### src/sv/akt_pkg.sv
// ----------------------------------------------------------------------------
// akt_pkg
// Shared types and constants of the analog key travel trigger.
// ----------------------------------------------------------------------------
package akt_pkg;

    localparam int KEYS        = 16;
    localparam int SAMPLE_BITS = 12;
    localparam int KEY_W       = 4;
    localparam int DZ_W        = 8;
    localparam int SET_W       = 8;
    localparam int TRIG_STEPS  = 36;
    localparam int QDEPTH      = 2;

    // reciprocals for the divides by 37 and 38, shift 24
    localparam int RECIP_SH = 24;
    localparam logic [18:0] RECIP_37 = 19'd453439;
    localparam logic [18:0] RECIP_38 = 19'd441506;
    localparam logic [5:0]  DIV_ON   = 6'd37;
    localparam logic [5:0]  DIV_OFF  = 6'd38;

    typedef enum logic [1:0] {
        CMD_LOAD     = 2'd0,
        CMD_DISCOVER = 2'd1,
        CMD_SAMPLE   = 2'd2,
        CMD_NOP      = 2'd3
    } t_cmd;

    typedef enum logic {
        REG_THRESHOLD = 1'b0,
        REG_DEAD_ZONE = 1'b1
    } t_reg;

    typedef struct packed {
        t_cmd                   cmd;
        logic                   key_ok;
        logic [KEY_W-1:0]       key;
        logic [SAMPLE_BITS-1:0] reading;
        logic [SAMPLE_BITS-1:0] rest;
        logic [SAMPLE_BITS-1:0] pressed;
        logic [5:0]             on_m;
        logic [5:0]             off_m;
    } t_item;

    typedef struct packed {
        logic full;
        logic empty;
    } t_qstat;

    typedef enum logic [3:0] {
        ST_IDLE,
        ST_EXEC,
        ST_ON_MUL,
        ST_ON_FIX,
        ST_OFF_MUL,
        ST_OFF_FIX,
        ST_DECIDE,
        ST_OUT
    } t_state;

    // setting mod 36, at most seven compare-subtract steps on 8 bits
    function automatic logic [5:0] mod36(input logic [SET_W-1:0] x);
        logic [SET_W-1:0] v;
        v = x;
        for (int i = 0; i < 7; i++) begin
            if (v >= SET_W'(TRIG_STEPS)) begin
                v = v - SET_W'(TRIG_STEPS);
            end
        end
        return v[5:0];
    endfunction

endpackage

### src/sv/akt_front.sv
// ----------------------------------------------------------------------------
// akt_front
// Accepts input words, checks the key index, reduces trigger settings.
// ----------------------------------------------------------------------------
module akt_front (
    input  logic                            i_tvalid,
    output logic                            o_tready,
    input  logic [55:0]                     i_tdata,
    input  logic [1:0]                      i_tuser,
    input  akt_pkg::t_qstat                 i_qstat,
    output logic                            o_push,
    output akt_pkg::t_item                  o_item
);

    logic [akt_pkg::KEY_W-1:0] w_key;

    assign w_key    = i_tdata[3:0];
    assign o_tready = !i_qstat.full;
    assign o_push   = i_tvalid && !i_qstat.full;

    always_comb begin
        o_item.cmd     = akt_pkg::t_cmd'(i_tuser);
        o_item.key     = w_key;
        o_item.key_ok  = (int'(w_key) < akt_pkg::KEYS);
        o_item.reading = i_tdata[15:4];
        o_item.rest    = i_tdata[27:16];
        o_item.pressed = i_tdata[39:28];
        o_item.on_m    = akt_pkg::mod36(i_tdata[47:40]);
        o_item.off_m   = akt_pkg::mod36(i_tdata[55:48]);
    end

endmodule

### src/sv/akt_queue.sv
// ----------------------------------------------------------------------------
// akt_queue
// Two-entry queue of classified items between front and back.
// ----------------------------------------------------------------------------
module akt_queue (
    input  logic            i_clk,
    input  logic            i_rst_n,
    input  logic            i_push,
    input  akt_pkg::t_item  i_item,
    input  logic            i_pop,
    output akt_pkg::t_item  o_item,
    output akt_pkg::t_qstat o_qstat
);

    akt_pkg::t_item r_mem [akt_pkg::QDEPTH];
    logic           r_wp, n_wp;
    logic           r_rp, n_rp;
    logic [1:0]     r_cnt, n_cnt;

    always_comb begin
        n_wp  = i_push ? !r_wp : r_wp;
        n_rp  = i_pop  ? !r_rp : r_rp;
        n_cnt = r_cnt + 2'(i_push) - 2'(i_pop);
    end

    always_ff @(posedge i_clk) begin
        if (!i_rst_n) begin
            r_wp  <= 1'b0;
            r_rp  <= 1'b0;
            r_cnt <= 2'd0;
        end else begin
            r_wp  <= n_wp;
            r_rp  <= n_rp;
            r_cnt <= n_cnt;
        end
    end

    always_ff @(posedge i_clk) begin
        if (i_push) begin
            r_mem[r_wp] <= i_item;
        end
    end

    assign o_item        = r_mem[r_rp];
    assign o_qstat.full  = (r_cnt == 2'(akt_pkg::QDEPTH));
    assign o_qstat.empty = (r_cnt == 2'd0);

endmodule

### src/sv/akt_back.sv
// ----------------------------------------------------------------------------
// akt_back
// Key state, calibration store, travel, trigger levels and result word.
// ----------------------------------------------------------------------------
module akt_back (
    input  logic            i_clk,
    input  logic            i_rst_n,
    input  logic            i_cfg_valid,
    input  logic            i_cfg_index,
    input  logic [11:0]     i_cfg_data,
    input  akt_pkg::t_item  i_item,
    input  akt_pkg::t_qstat i_qstat,
    output logic            o_pop,
    output logic            o_tvalid,
    input  logic            i_tready,
    output logic [63:0]     o_tdata
);

    localparam int SB = akt_pkg::SAMPLE_BITS;
    localparam int K  = akt_pkg::KEYS;

    akt_pkg::t_state r_state, n_state;
    akt_pkg::t_item  r_it;

    logic [11:0]            r_thr;
    logic [akt_pkg::DZ_W-1:0] r_dz;

    logic [K-1:0]  r_present;
    logic [K-1:0]  r_down;
    logic [SB-1:0] r_rest    [K];
    logic [SB-1:0] r_pressed [K];
    logic [5:0]    r_on_m    [K];
    logic [5:0]    r_off_m   [K];

    logic [SB-1:0] r_travel;
    logic [SB-1:0] r_range;
    logic [17:0]   r_p;
    logic [12:0]   r_q;
    logic [SB-1:0] r_on;
    logic [SB-1:0] r_off;
    logic [19:0]   r_rem;
    logic [7:0]    r_dq;
    logic [3:0]    r_dcnt;

    logic          r_ovalid;
    logic [SB-1:0] r_otravel;
    logic [7:0]    r_otbyte;
    logic [SB-1:0] r_res_travel;
    logic [7:0]    r_res_tbyte;
    logic [63:0]   r_odata;

    logic w_out_free;
    logic w_live;
    logic w_sample;

    // travel path
    logic signed [SB+1:0] w_up, w_dn, w_rs, w_ts, w_rng, w_tt, w_tc;
    logic [36:0]          w_prod;
    logic [17:0]          w_back;
    logic [12:0]          w_qc;
    logic [19:0]          w_sh;

    assign w_out_free = !r_ovalid || i_tready;
    assign w_live     = r_it.key_ok;
    assign w_sample   = w_live && (r_it.cmd == akt_pkg::CMD_SAMPLE) && r_present[r_it.key];

    always_comb begin
        w_up  = $signed({2'b00, r_rest[r_it.key]});
        w_dn  = $signed({2'b00, r_pressed[r_it.key]});
        w_rs  = w_dn - w_up;
        w_ts  = $signed({2'b00, r_it.reading}) - w_up;
        w_rng = (w_rs < 0) ? -w_rs : w_rs;
        w_tt  = (w_rs < 0) ? -w_ts : w_ts;
        if (w_tt < $signed({6'b0, r_dz})) begin
            w_tc = '0;
        end else if (w_tt > w_rng) begin
            w_tc = w_rng;
        end else begin
            w_tc = w_tt;
        end
    end

    always_comb begin
        w_prod = (r_state == akt_pkg::ST_ON_MUL) ? 37'(r_p * akt_pkg::RECIP_37)
                                                 : 37'(r_p * akt_pkg::RECIP_38);
        w_back = (r_state == akt_pkg::ST_ON_FIX) ? 18'(r_q * akt_pkg::DIV_ON)
                                                 : 18'(r_q * akt_pkg::DIV_OFF);
        w_qc   = (w_back > r_p) ? r_q - 13'd1 : r_q;
        w_sh   = 20'(r_range) << (r_dcnt[2:0] - 3'd1);
    end

    // next state
    always_comb begin
        n_state = r_state;
        case (r_state)
            akt_pkg::ST_IDLE:    if (!i_qstat.empty) n_state = akt_pkg::ST_EXEC;
            akt_pkg::ST_EXEC:    n_state = w_sample ? akt_pkg::ST_ON_MUL : akt_pkg::ST_OUT;
            akt_pkg::ST_ON_MUL:  n_state = akt_pkg::ST_ON_FIX;
            akt_pkg::ST_ON_FIX:  n_state = akt_pkg::ST_OFF_MUL;
            akt_pkg::ST_OFF_MUL: n_state = akt_pkg::ST_OFF_FIX;
            akt_pkg::ST_OFF_FIX: n_state = akt_pkg::ST_DECIDE;
            akt_pkg::ST_DECIDE:  if (r_dcnt == 4'd0) n_state = akt_pkg::ST_OUT;
            akt_pkg::ST_OUT:     if (w_out_free) n_state = akt_pkg::ST_IDLE;
            default:             n_state = akt_pkg::ST_IDLE;
        endcase
    end

    // outputs
    always_comb begin
        o_pop = 1'b0;
        case (r_state)
            akt_pkg::ST_IDLE: o_pop = !i_qstat.empty;
            default:          o_pop = 1'b0;
        endcase
    end

    always_ff @(posedge i_clk) begin
        if (!i_rst_n) begin
            r_state   <= akt_pkg::ST_IDLE;
            r_present <= '0;
            r_down    <= '0;
            r_thr     <= 12'd500;
            r_dz      <= 8'd8;
            r_ovalid  <= 1'b0;
            r_dcnt    <= 4'd0;
        end else begin
            r_state <= n_state;
            if (i_cfg_valid) begin
                case (akt_pkg::t_reg'(i_cfg_index))
                    akt_pkg::REG_THRESHOLD: r_thr <= i_cfg_data;
                    akt_pkg::REG_DEAD_ZONE: r_dz  <= i_cfg_data[7:0];
                    default: ;
                endcase
            end
            if (r_state == akt_pkg::ST_EXEC && w_live) begin
                case (r_it.cmd)
                    akt_pkg::CMD_DISCOVER: begin
                        r_present[r_it.key] <= (r_it.reading > r_thr);
                        if (!(r_it.reading > r_thr)) r_down[r_it.key] <= 1'b0;
                    end
                    akt_pkg::CMD_SAMPLE: begin
                        if (!r_present[r_it.key]) r_down[r_it.key] <= 1'b0;
                    end
                    default: ;
                endcase
            end
            if (r_state == akt_pkg::ST_EXEC) begin
                r_dcnt <= w_sample ? 4'd8 : 4'd0;
            end else if (r_dcnt != 4'd0) begin
                r_dcnt <= r_dcnt - 4'd1;
            end
            if (r_state == akt_pkg::ST_DECIDE && r_dcnt == 4'd0) begin
                r_down[r_it.key] <= r_down[r_it.key] ? (r_travel > r_off)
                                                     : (r_travel >= r_on);
            end
            if (r_state == akt_pkg::ST_OUT && w_out_free) begin
                r_ovalid <= 1'b1;
            end else if (i_tready) begin
                r_ovalid <= 1'b0;
            end
        end
    end

    // datapath
    always_ff @(posedge i_clk) begin
        if (o_pop) begin
            r_it <= i_item;
        end
        if (r_state == akt_pkg::ST_EXEC && w_live && r_it.cmd == akt_pkg::CMD_LOAD) begin
            r_rest[r_it.key]    <= r_it.rest;
            r_pressed[r_it.key] <= r_it.pressed;
            r_on_m[r_it.key]    <= r_it.on_m;
            r_off_m[r_it.key]   <= r_it.off_m;
        end
        case (r_state)
            akt_pkg::ST_EXEC: begin
                r_travel     <= w_tc[SB-1:0];
                r_range      <= w_rng[SB-1:0];
                r_p          <= 18'({1'b0, r_on_m[r_it.key]} + 7'd1) * 18'(w_rng[SB-1:0]);
                r_rem        <= 20'(w_tc[SB-1:0]) * 20'd255;
                r_dq         <= 8'd0;
                r_res_travel <= '0;
                r_res_tbyte  <= '0;
            end
            akt_pkg::ST_ON_MUL, akt_pkg::ST_OFF_MUL: begin
                r_q <= w_prod[36:akt_pkg::RECIP_SH];
            end
            akt_pkg::ST_ON_FIX: begin
                r_on <= w_qc[SB-1:0];
                r_p  <= 18'(6'(akt_pkg::TRIG_STEPS) - r_off_m[r_it.key]) * 18'(w_qc[SB-1:0]);
            end
            akt_pkg::ST_OFF_FIX: begin
                r_off <= w_qc[SB-1:0];
            end
            akt_pkg::ST_DECIDE: begin
                r_res_travel <= r_travel;
                r_res_tbyte  <= (r_range == '0) ? 8'd0 : r_dq;
            end
            default: ;
        endcase
        if (r_state != akt_pkg::ST_EXEC && r_dcnt != 4'd0 && r_rem >= w_sh) begin
            r_rem                     <= r_rem - w_sh;
            r_dq[r_dcnt[2:0] - 3'd1]  <= 1'b1;
        end
        if (r_state == akt_pkg::ST_OUT && w_out_free) begin
            r_otravel <= r_res_travel;
            r_otbyte  <= r_res_tbyte;
            r_odata   <= {6'b0,
                          r_present[15:0],
                          r_down[15:0],
                          r_res_tbyte,
                          r_res_travel,
                          w_live && r_down[r_it.key],
                          w_live && r_present[r_it.key],
                          r_it.key};
        end
    end

    assign o_tvalid = r_ovalid;
    assign o_tdata  = {r_odata[63:26], r_otbyte, r_otravel, r_odata[5:0]};

endmodule

### src/sv/analog_key_travel_trigger.sv
// ----------------------------------------------------------------------------
// analog_key_travel_trigger
// Hall-sensor key travel and actuation with hysteresis, sixteen keys.
// ----------------------------------------------------------------------------
// Each input word yields one result word. Loads, discovery samples and
// samples of absent keys go from execution straight to output; a sample
// of a present key first passes the constant-reciprocal trigger level
// steps and the eight-step travel byte divider that runs beside them. A
// two-word queue separates input acceptance from execution and the result
// sits in an output register, so input is taken while a result waits.
// Config writes are always accepted and belong in idle time.
module analog_key_travel_trigger (
    input  logic        i_clk,
    input  logic        i_rst_n,
    input  logic        s_axis_tvalid,
    output logic        s_axis_tready,
    // key, reading, rest_level, pressed_level, on_setting, off_setting
    input  logic [55:0] s_axis_tdata,
    // cmd
    input  logic [1:0]  s_axis_tuser,
    output logic        m_axis_tvalid,
    input  logic        m_axis_tready,
    // key_out, present, actuated, travel, travel_byte, actuated_map, presence_map
    output logic [63:0] m_axis_tdata,
    input  logic        i_cfg_valid,
    output logic        o_cfg_ready,
    input  logic        i_cfg_index,
    input  logic [11:0] i_cfg_data
);

    akt_pkg::t_item  w_fitem, w_qitem;
    akt_pkg::t_qstat w_qstat;
    logic            w_push, w_pop;

    assign o_cfg_ready = 1'b1;

    akt_front u_front (
        .i_tvalid (s_axis_tvalid),
        .o_tready (s_axis_tready),
        .i_tdata  (s_axis_tdata),
        .i_tuser  (s_axis_tuser),
        .i_qstat  (w_qstat),
        .o_push   (w_push),
        .o_item   (w_fitem)
    );

    akt_queue u_queue (
        .i_clk   (i_clk),
        .i_rst_n (i_rst_n),
        .i_push  (w_push),
        .i_item  (w_fitem),
        .i_pop   (w_pop),
        .o_item  (w_qitem),
        .o_qstat (w_qstat)
    );

    akt_back u_back (
        .i_clk       (i_clk),
        .i_rst_n     (i_rst_n),
        .i_cfg_valid (i_cfg_valid),
        .i_cfg_index (i_cfg_index),
        .i_cfg_data  (i_cfg_data),
        .i_item      (w_qitem),
        .i_qstat     (w_qstat),
        .o_pop       (w_pop),
        .o_tvalid    (m_axis_tvalid),
        .i_tready    (m_axis_tready),
        .o_tdata     (m_axis_tdata)
    );

endmodule

### config.mk
export PLATFORM = sky130hd
export DESIGN_NAME = analog_key_travel_trigger
export DESIGN_NICKNAME = d
export VERILOG_FILES = /design/src/sv/akt_pkg.sv /design/src/sv/akt_front.sv /design/src/sv/akt_queue.sv /design/src/sv/akt_back.sv /design/src/sv/analog_key_travel_trigger.sv
export SDC_FILE = /design/constraint.sdc
export NUM_CORES = 2
export LEC_CHECK = 0
export BUFFER_PORTS_ARGS = -buffer_cell sky130_fd_sc_hd__buf_2
export CAP_MARGIN = 0
export CELL_PAD_IN_SITES_DETAIL_PLACEMENT = 0
export CELL_PAD_IN_SITES_GLOBAL_PLACEMENT = 2
export CORE_MARGIN = 10
export CORE_UTILIZATION = 35
export CTS_BUF_LIST = sky130_fd_sc_hd__clkbuf_4 sky130_fd_sc_hd__clkbuf_8 sky130_fd_sc_hd__clkbuf_16
export DETAILED_ROUTE_END_ITERATION = 12
export HOLD_SLACK_MARGIN = 0.05
export PLACE_DENSITY_LB_ADDON = 0.3
export SYNTH_ARGS = -nofsm -noshare
export SYNTH_HDL_FRONTEND = slang
export SYNTH_SLANG_ARGS = --single-unit
### constraint.sdc
create_clock -name i_clk -period 16 [get_ports i_clk]
set_clock_uncertainty 0.15 [all_clocks]
set_input_delay 3.2 -clock i_clk [delete_from_list [all_inputs] [get_ports i_clk]]
set_output_delay 3.2 -clock i_clk [all_outputs]
set_load 0.03 [all_outputs]
# == Word-level counts from Yosys, hierarchy flattened ==
# Memories as Yosys holds them, arrays and structs flattened. A register that Yosys moved wholly into a read port is not among the register bits.
# Cells that the tools add are included.
# op_classes
n_addsub,26
mul,7
order_cmp,26
eq_ne,14
shift,1
mux,61
bitwise_logic,4
n_reduce_logical,35
# ops
op,count
8-bit two-way mux,15
8-bit by 6-bit greater-or-equal comparator with 1-bit output (second input constant),14
8-bit by 6-bit subtractor with 8-bit output (second input constant),12
16-bit two-way mux,5
20-bit two-way mux,2
18-bit by 19-bit multiplier with 37-bit output (second input constant),1
37-bit two-way mux,1
18-bit by 12-bit multiplier with 18-bit output,2
18-bit by 18-bit multiplier with 36-bit output (second input constant),1
12-bit two-way mux,3
18-bit one-hot mux with 2 select lines,1
16-bit bitwise mux,2
16-bit one-hot mux with 2 select lines,1
4-bit one-hot mux with 8 select lines,1
14-bit two-way mux,2
12-bit by 12-bit subtractor with 13-bit output,2
12-bit > comparator,2
4-bit two-way mux,6
12-bit one-hot mux with 2 select lines,1
20-bit greater-or-equal comparator,1
12-bit by 8-bit multiplier with 20-bit output (second input constant),1
12-bit by 3-bit left shift with 20-bit output,1
20-bit subtractor,1
18-bit > comparator,1
51 further kinds,95
# totals
regBits,271
mem_bits_rw,684
inputBits,76
memories,5
# mem_list
name,words,word_bits,read_ports,rd_clocked_by_memory_dff,wr,line_no,source
u_back.r_pressed,16,12,1,0,1,akt_back.sv:31,logic [SB-1:0] r_pressed [K];
u_back.r_rest,16,12,1,0,1,akt_back.sv:30,logic [SB-1:0] r_rest [K];
u_queue.r_mem,2,54,1,1,1,akt_queue.sv:15,akt_pkg::t_item r_mem [akt_pkg::QDEPTH];
u_back.r_off_m,16,6,1,0,1,akt_back.sv:33,logic [5:0] r_off_m [K];
u_back.r_on_m,16,6,1,0,1,akt_back.sv:32,logic [5:0] r_on_m [K];

# == Depth between registers and ports, before layout ==
# logic_depth
ltp_word,14
depth_mapped,68

# == Hierarchy ==
# A second synthesis with hierarchy kept.
# unflattened
cells_unflattened,5213
hier_area_um2,66262.3
# modules_own_cells
module,instances,cells_each,area_per_inst_um2
akt_back,1,4585,58952.8
akt_queue,1,192,4446.8
akt_front,1,434,2851.5
analog_key_travel_trigger,1,2,11.3

# == Worst setup path after synthesis ==
# No wires, ideal clock.
# synth_timing
path_type,register to register
start,"register, netlist name u_back.r_it[48]"
end,"register u_back.r_rem[19], data pin"
setup_time_ps,271
arrival_time_ps,14048
required_time_ps,15579
path_slack_ps,1531
stages_incl_launch_ff,64
path_buffers,8
synth_period_minus_slack_ps,14469
cell_sequence,edfxtp_1 -> clkbuf_1 -> clkbuf_1 -> clkbuf_1 -> clkbuf_1 -> buf_1 -> buf_1 -> mux4_2 -> mux4_2 -> inv_1 -> ha_1 -> inv_1 -> fa_1 -> a21o_1 -> a21oi_1 -> o21ai_0 -> a21oi_1 -> o21bai_1 -> [... 28 more ...] -> fa_1 -> inv_1 -> ha_1 -> a21boi_0 -> o21ai_0 -> a21boi_0 -> o21ai_0 -> a21boi_0 -> o21ai_0 -> a21boi_0 -> o21ai_0 -> a21boi_0 -> o21ai_0 -> nand2b_1 -> nand3_1 -> nand2_1 -> xnor2_1 -> mux2i_1
# synth_via
elab_chain_len,10
# synth_rtl
item,line_no,source
memory read 16 x 12 bit (on tied branches),-,
12-bit by 12-bit subtractor with 13-bit output *,akt_back.sv:70,w_rs = w_dn - w_up;
13-bit negator with 14-bit output or 13-bit by 1-bit < comparator with 1-bit output (tied branches),akt_back.sv:72,w_rng = (w_rs < 0) ? -w_rs : w_rs;
14-bit two-way mux *,akt_back.sv:72,
named net u_back.w_rng[3],akt_back.sv:57,"logic signed [SB+1:0] w_up, w_dn, w_rs, w_ts, w_rng, w_tt, w_tc;"
14-bit > comparator,akt_back.sv:76,end else if (w_tt > w_rng) begin
12-bit two-way mux *,akt_back.sv:76,
12-bit two-way mux *,akt_back.sv:74,"if (w_tt < $signed({6'b0, r_dz})) begin"
12-bit by 8-bit multiplier with 20-bit output *,akt_back.sv:180,r_rem <= 20'(w_tc[SB-1:0]) * 20'd255;
20-bit two-way mux *,akt_back.sv:175,case (r_state)
20-bit two-way mux *,akt_back.sv:201,if (r_state != akt_pkg::ST_EXEC && r_dcnt != 4'd0 && r_rem >= w_sh) begin
"end signal, assigned",akt_back.sv:180,
"end signal, assigned",akt_back.sv:202,r_rem <= r_rem - w_sh;
"end, declared",akt_back.sv:41,logic [19:0] r_rem;
# Mark *: on every way through the listed nets, which the timed path passes. The rest lies on a longest branch. The select of a mux whose other input is x is not followed.
# A chain may end at the register's enable or synchronous reset.

# == Final worst setup path ==
# layout_timing
start,"register, netlist name u_back.r_it[48]"
end,"register u_back.r_rem[19], data pin"
# layout_via
elab_chain_len,10
# layout_rtl
item,line_no
memory read 16 x 12 bit (on tied branches),-
12-bit by 12-bit subtractor with 13-bit output *,akt_back.sv:70
13-bit negator with 14-bit output or 13-bit by 1-bit < comparator with 1-bit output (tied branches),akt_back.sv:72
14-bit two-way mux *,akt_back.sv:72
named net u_back.w_rng[1],akt_back.sv:57
14-bit > comparator,akt_back.sv:76
12-bit two-way mux *,akt_back.sv:76
12-bit two-way mux *,akt_back.sv:74
12-bit by 8-bit multiplier with 20-bit output *,akt_back.sv:180
20-bit two-way mux *,akt_back.sv:175
20-bit two-way mux *,akt_back.sv:201
# Marked as above.

==> impl_metrics.env <==
export IMPL_status="finished clean"
export IMPL_grt_pass1_wl_mm=256
export IMPL_vias=39600
export IMPL_htreeDepth=3
export IMPL_layout_drive_gt1_share_pct=13.5
export IMPL_finalSetupTns_ns=0
export IMPL_cpPeakStageDelay_ns=0.70
export IMPL_dp_cells=7819
export IMPL_cpMaxStageDelayCell="buf_4"
export IMPL_clock_sinks=987
export IMPL_path_class="register to register"
export IMPL_min_to="u_back.r_otbyte[5]"
export IMPL_worstPathArrival_ns=14.30
export IMPL_timing_fmax_mhz=71.4
export IMPL_ys_seq_area_share_pct=43.8
export IMPL_min_path_cells=0
export IMPL_cts_made_buffers=101
export IMPL_core_area_mm2=0.188
export IMPL_io_pins=143
export IMPL_cp_common_cell="o21ai_0"
export IMPL_synthTopCellsByArea="edfxtp_1, fa_1, ha_1, mux4_2, inv_1"
export IMPL_hold_buffers=0
export IMPL_wl_per_cell_um=20.9
export IMPL_clock_root_buffer="clkbuf_16"
export IMPL_drc=0
export IMPL_area_growth_pct=11.3
export IMPL_reg2reg_setup_slack_ns=1.99
export IMPL_final_max_slew_violation_count=0
export IMPL_final_util_pct=39.2
export IMPL_ff2ff_path_depth=55
export IMPL_critPathBufInv=7
export IMPL_synth_commonest_cells="edfxtp_1, inv_1, ha_1"
export IMPL_initial_core_util_pct=35.2
export IMPL_yosys_area_top_type="edfxtp_1"
export IMPL_regToRegEndpoint="u_back.r_rem[19]"
export IMPL_cp_start_kind="register"
export IMPL_cts_tree="yes"
export IMPL_syn_area_mm2=0.0660
export IMPL_wl_mm=167
export IMPL_dpl_cell_area_mm2=0.0701
export IMPL_io_buffers=135
export IMPL_die_x_um=454
export IMPL_crit_fanout=40
export IMPL_min_from="u_back.r_res_tbyte[5]"
export IMPL_grt_usage_pct=16.2
export IMPL_clock_latency_ns=0.75
export IMPL_postSynthAreaPerCell_um2=12.6
export IMPL_ys_flop_type="edfxtp_1"
export IMPL_die_h_um=454
export IMPL_synth_edf_count=915
export IMPL_synthArstFlopShare_pct=0
export IMPL_grt_pass1_vias=41200
export IMPL_cp_top_family="compound AO/OA/AOI/OAI gates"
export IMPL_hpwl_mm=121
export IMPL_ys_types=110
export IMPL_vias_per_cell=4.95
export IMPL_postCtsSetupBuffers=0
export IMPL_end_kind="register"
export IMPL_antenna_found_initial=6
export IMPL_hold_path_class="register to register"
export IMPL_setup_violations=0
export IMPL_fin_cells=8009
export IMPL_final_cell_area_mm2=0.0735
export IMPL_slew_headroom_pct=14.9
export IMPL_synth_top_area_share_pct=41.6
export IMPL_finalCritPeriodShare_pct=87.6
export IMPL_layout_nets=6544
export IMPL_ys_ff_latch=987
export IMPL_r2r_start="u_back.r_it[48]"
export IMPL_hold_violations=0
export IMPL_cts_resized_gates=0
export IMPL_clkSlewWorstSetupHoldPaths_ns=0.06
export IMPL_tightest_slew_ns=1.27
export IMPL_netlist_instances=5239
export IMPL_period_needed_ns=14.01
export IMPL_cts_max_path_buffers=3
export IMPL_dieArea_mm2=0.206
export IMPL_std_cell_rows=159
export IMPL_yosysWarnings=0
export IMPL_crit_required_ns=16.29
export IMPL_yosysMostFrequentCell="edfxtp_1"
export IMPL_first_iter_violations=2398
export IMPL_gp_congestion=0.819
export IMPL_grt_overflow=0
export IMPL_ant_nets=0
export IMPL_grt_start_max_net_pins=63
export IMPL_cap_violations=0
export IMPL_rsz0062_at_grt="no"
export IMPL_firstDrtPassIters=6
## flip-flops by register name, indices dropped and copies added, names as in the netlist, 7 cells and up
register             cells
u_back.r_pressed       192
u_back.r_rest          192
u_queue.r_mem          108
u_back.r_off_m          96
u_back.r_on_m           96
u_back.r_it             54
u_back.r_odata          40
u_back.r_rem            20
u_back.r_p              18
u_back.r_down           16
u_back.r_present        16
u_back.r_q              13
u_back.r_off            12
u_back.r_on             12
u_back.r_range          12
u_back.r_res_travel     12
u_back.r_thr            12
u_back.r_travel         12
u_back.r_otravel        11
u_back.r_dq              8
u_back.r_dz              8
u_back.r_res_tbyte       8
u_back.r_otbyte          7
## through the flow
stage	worst slack (ns)	hold slack [ns]
finish	1.99	0.264
global route	0.725	0.277
CTS	1.87	0.268
detailed placement	1.94	0.255
global placement	2.08	0.252
floorplan	1.53	0.250
## how the worst max path moves through the flow
| stage | start | to | slack, ns | depth (start not counted) |
|---|---|---|---|---|
| after floorplan | u_back.r_it[48] | u_back.r_rem[19] | 1.53 | 63 |
| after global placement | u_back.r_it[48] | u_back.r_rem[19] | 2.08 | 55 |
| after detailed placement | u_back.r_it[48] | u_back.r_rem[19] | 1.94 | 55 |
| after CTS | u_back.r_it[48] | u_back.r_rem[19] | 1.87 | 55 |
| after global routing | u_back.r_it[48] | u_back.r_rem[19] | 0.72 | 55 |
| final | u_back.r_it[48] | u_back.r_rem[19] | 1.99 | 55 |
## logic make-up after synthesis
kind of cell    synth area share [%]
mux                             8.50
simple gates                    7.40
buf+inv                         5.85
fa+ha+maj                       25.0
flops                           43.8
xor+xnor                        2.45
compound gates                  7.01
other cells                   0.0114
## routing by layer
layer / GRT usage, % / up-vias / share of wire (%)
met5: 0 / - / 0
met4: 3.72 / 0 / 2.2
met3: 2.32 / 162 / 4.1
met2: 27.7 / 711 / 49
met1: 21.8 / 20100 / 44
li1: - / 18700 / -
## final cells by class
| cell class | instances | area [um^2] |
|---|---|---|
| diodes | 2 | 5.00 |
| clock buffers | 128 | 2780 |
| clock inverters | 60 | 632 |
| fillers | 17900 | 114000 |
| inverters | 872 | 3270 |
| multi-input cells | 3246 | 33400 |
| flip-flops and latches | 987 | 28900 |
| well taps | 2495 | 3120 |
| repair buffers | 219 | 1330 |
## placed cells by master (no fill, tap or decap), types with 45 or more instances in the layout
master / n
and2_1: 87
clkbuf_16: 103
xnor2_1: 147
nor2_1: 218
edfxtp_1: 915
nand3_1: 69
a21o_1: 63
mux4_2: 196
ha_1: 581
mux2i_1: 45
fa_1: 460
buf_4: 82
mux2_2: 65
a21boi_0: 61
buf_2: 135
a21oi_1: 166
nor3_1: 52
inv_1: 868
o21ai_0: 138
dfxtp_1: 71
nand2_1: 368
Power is not shown: default switching activity piles up to over one toggle a cycle in this logic, so the estimate is an artifact.
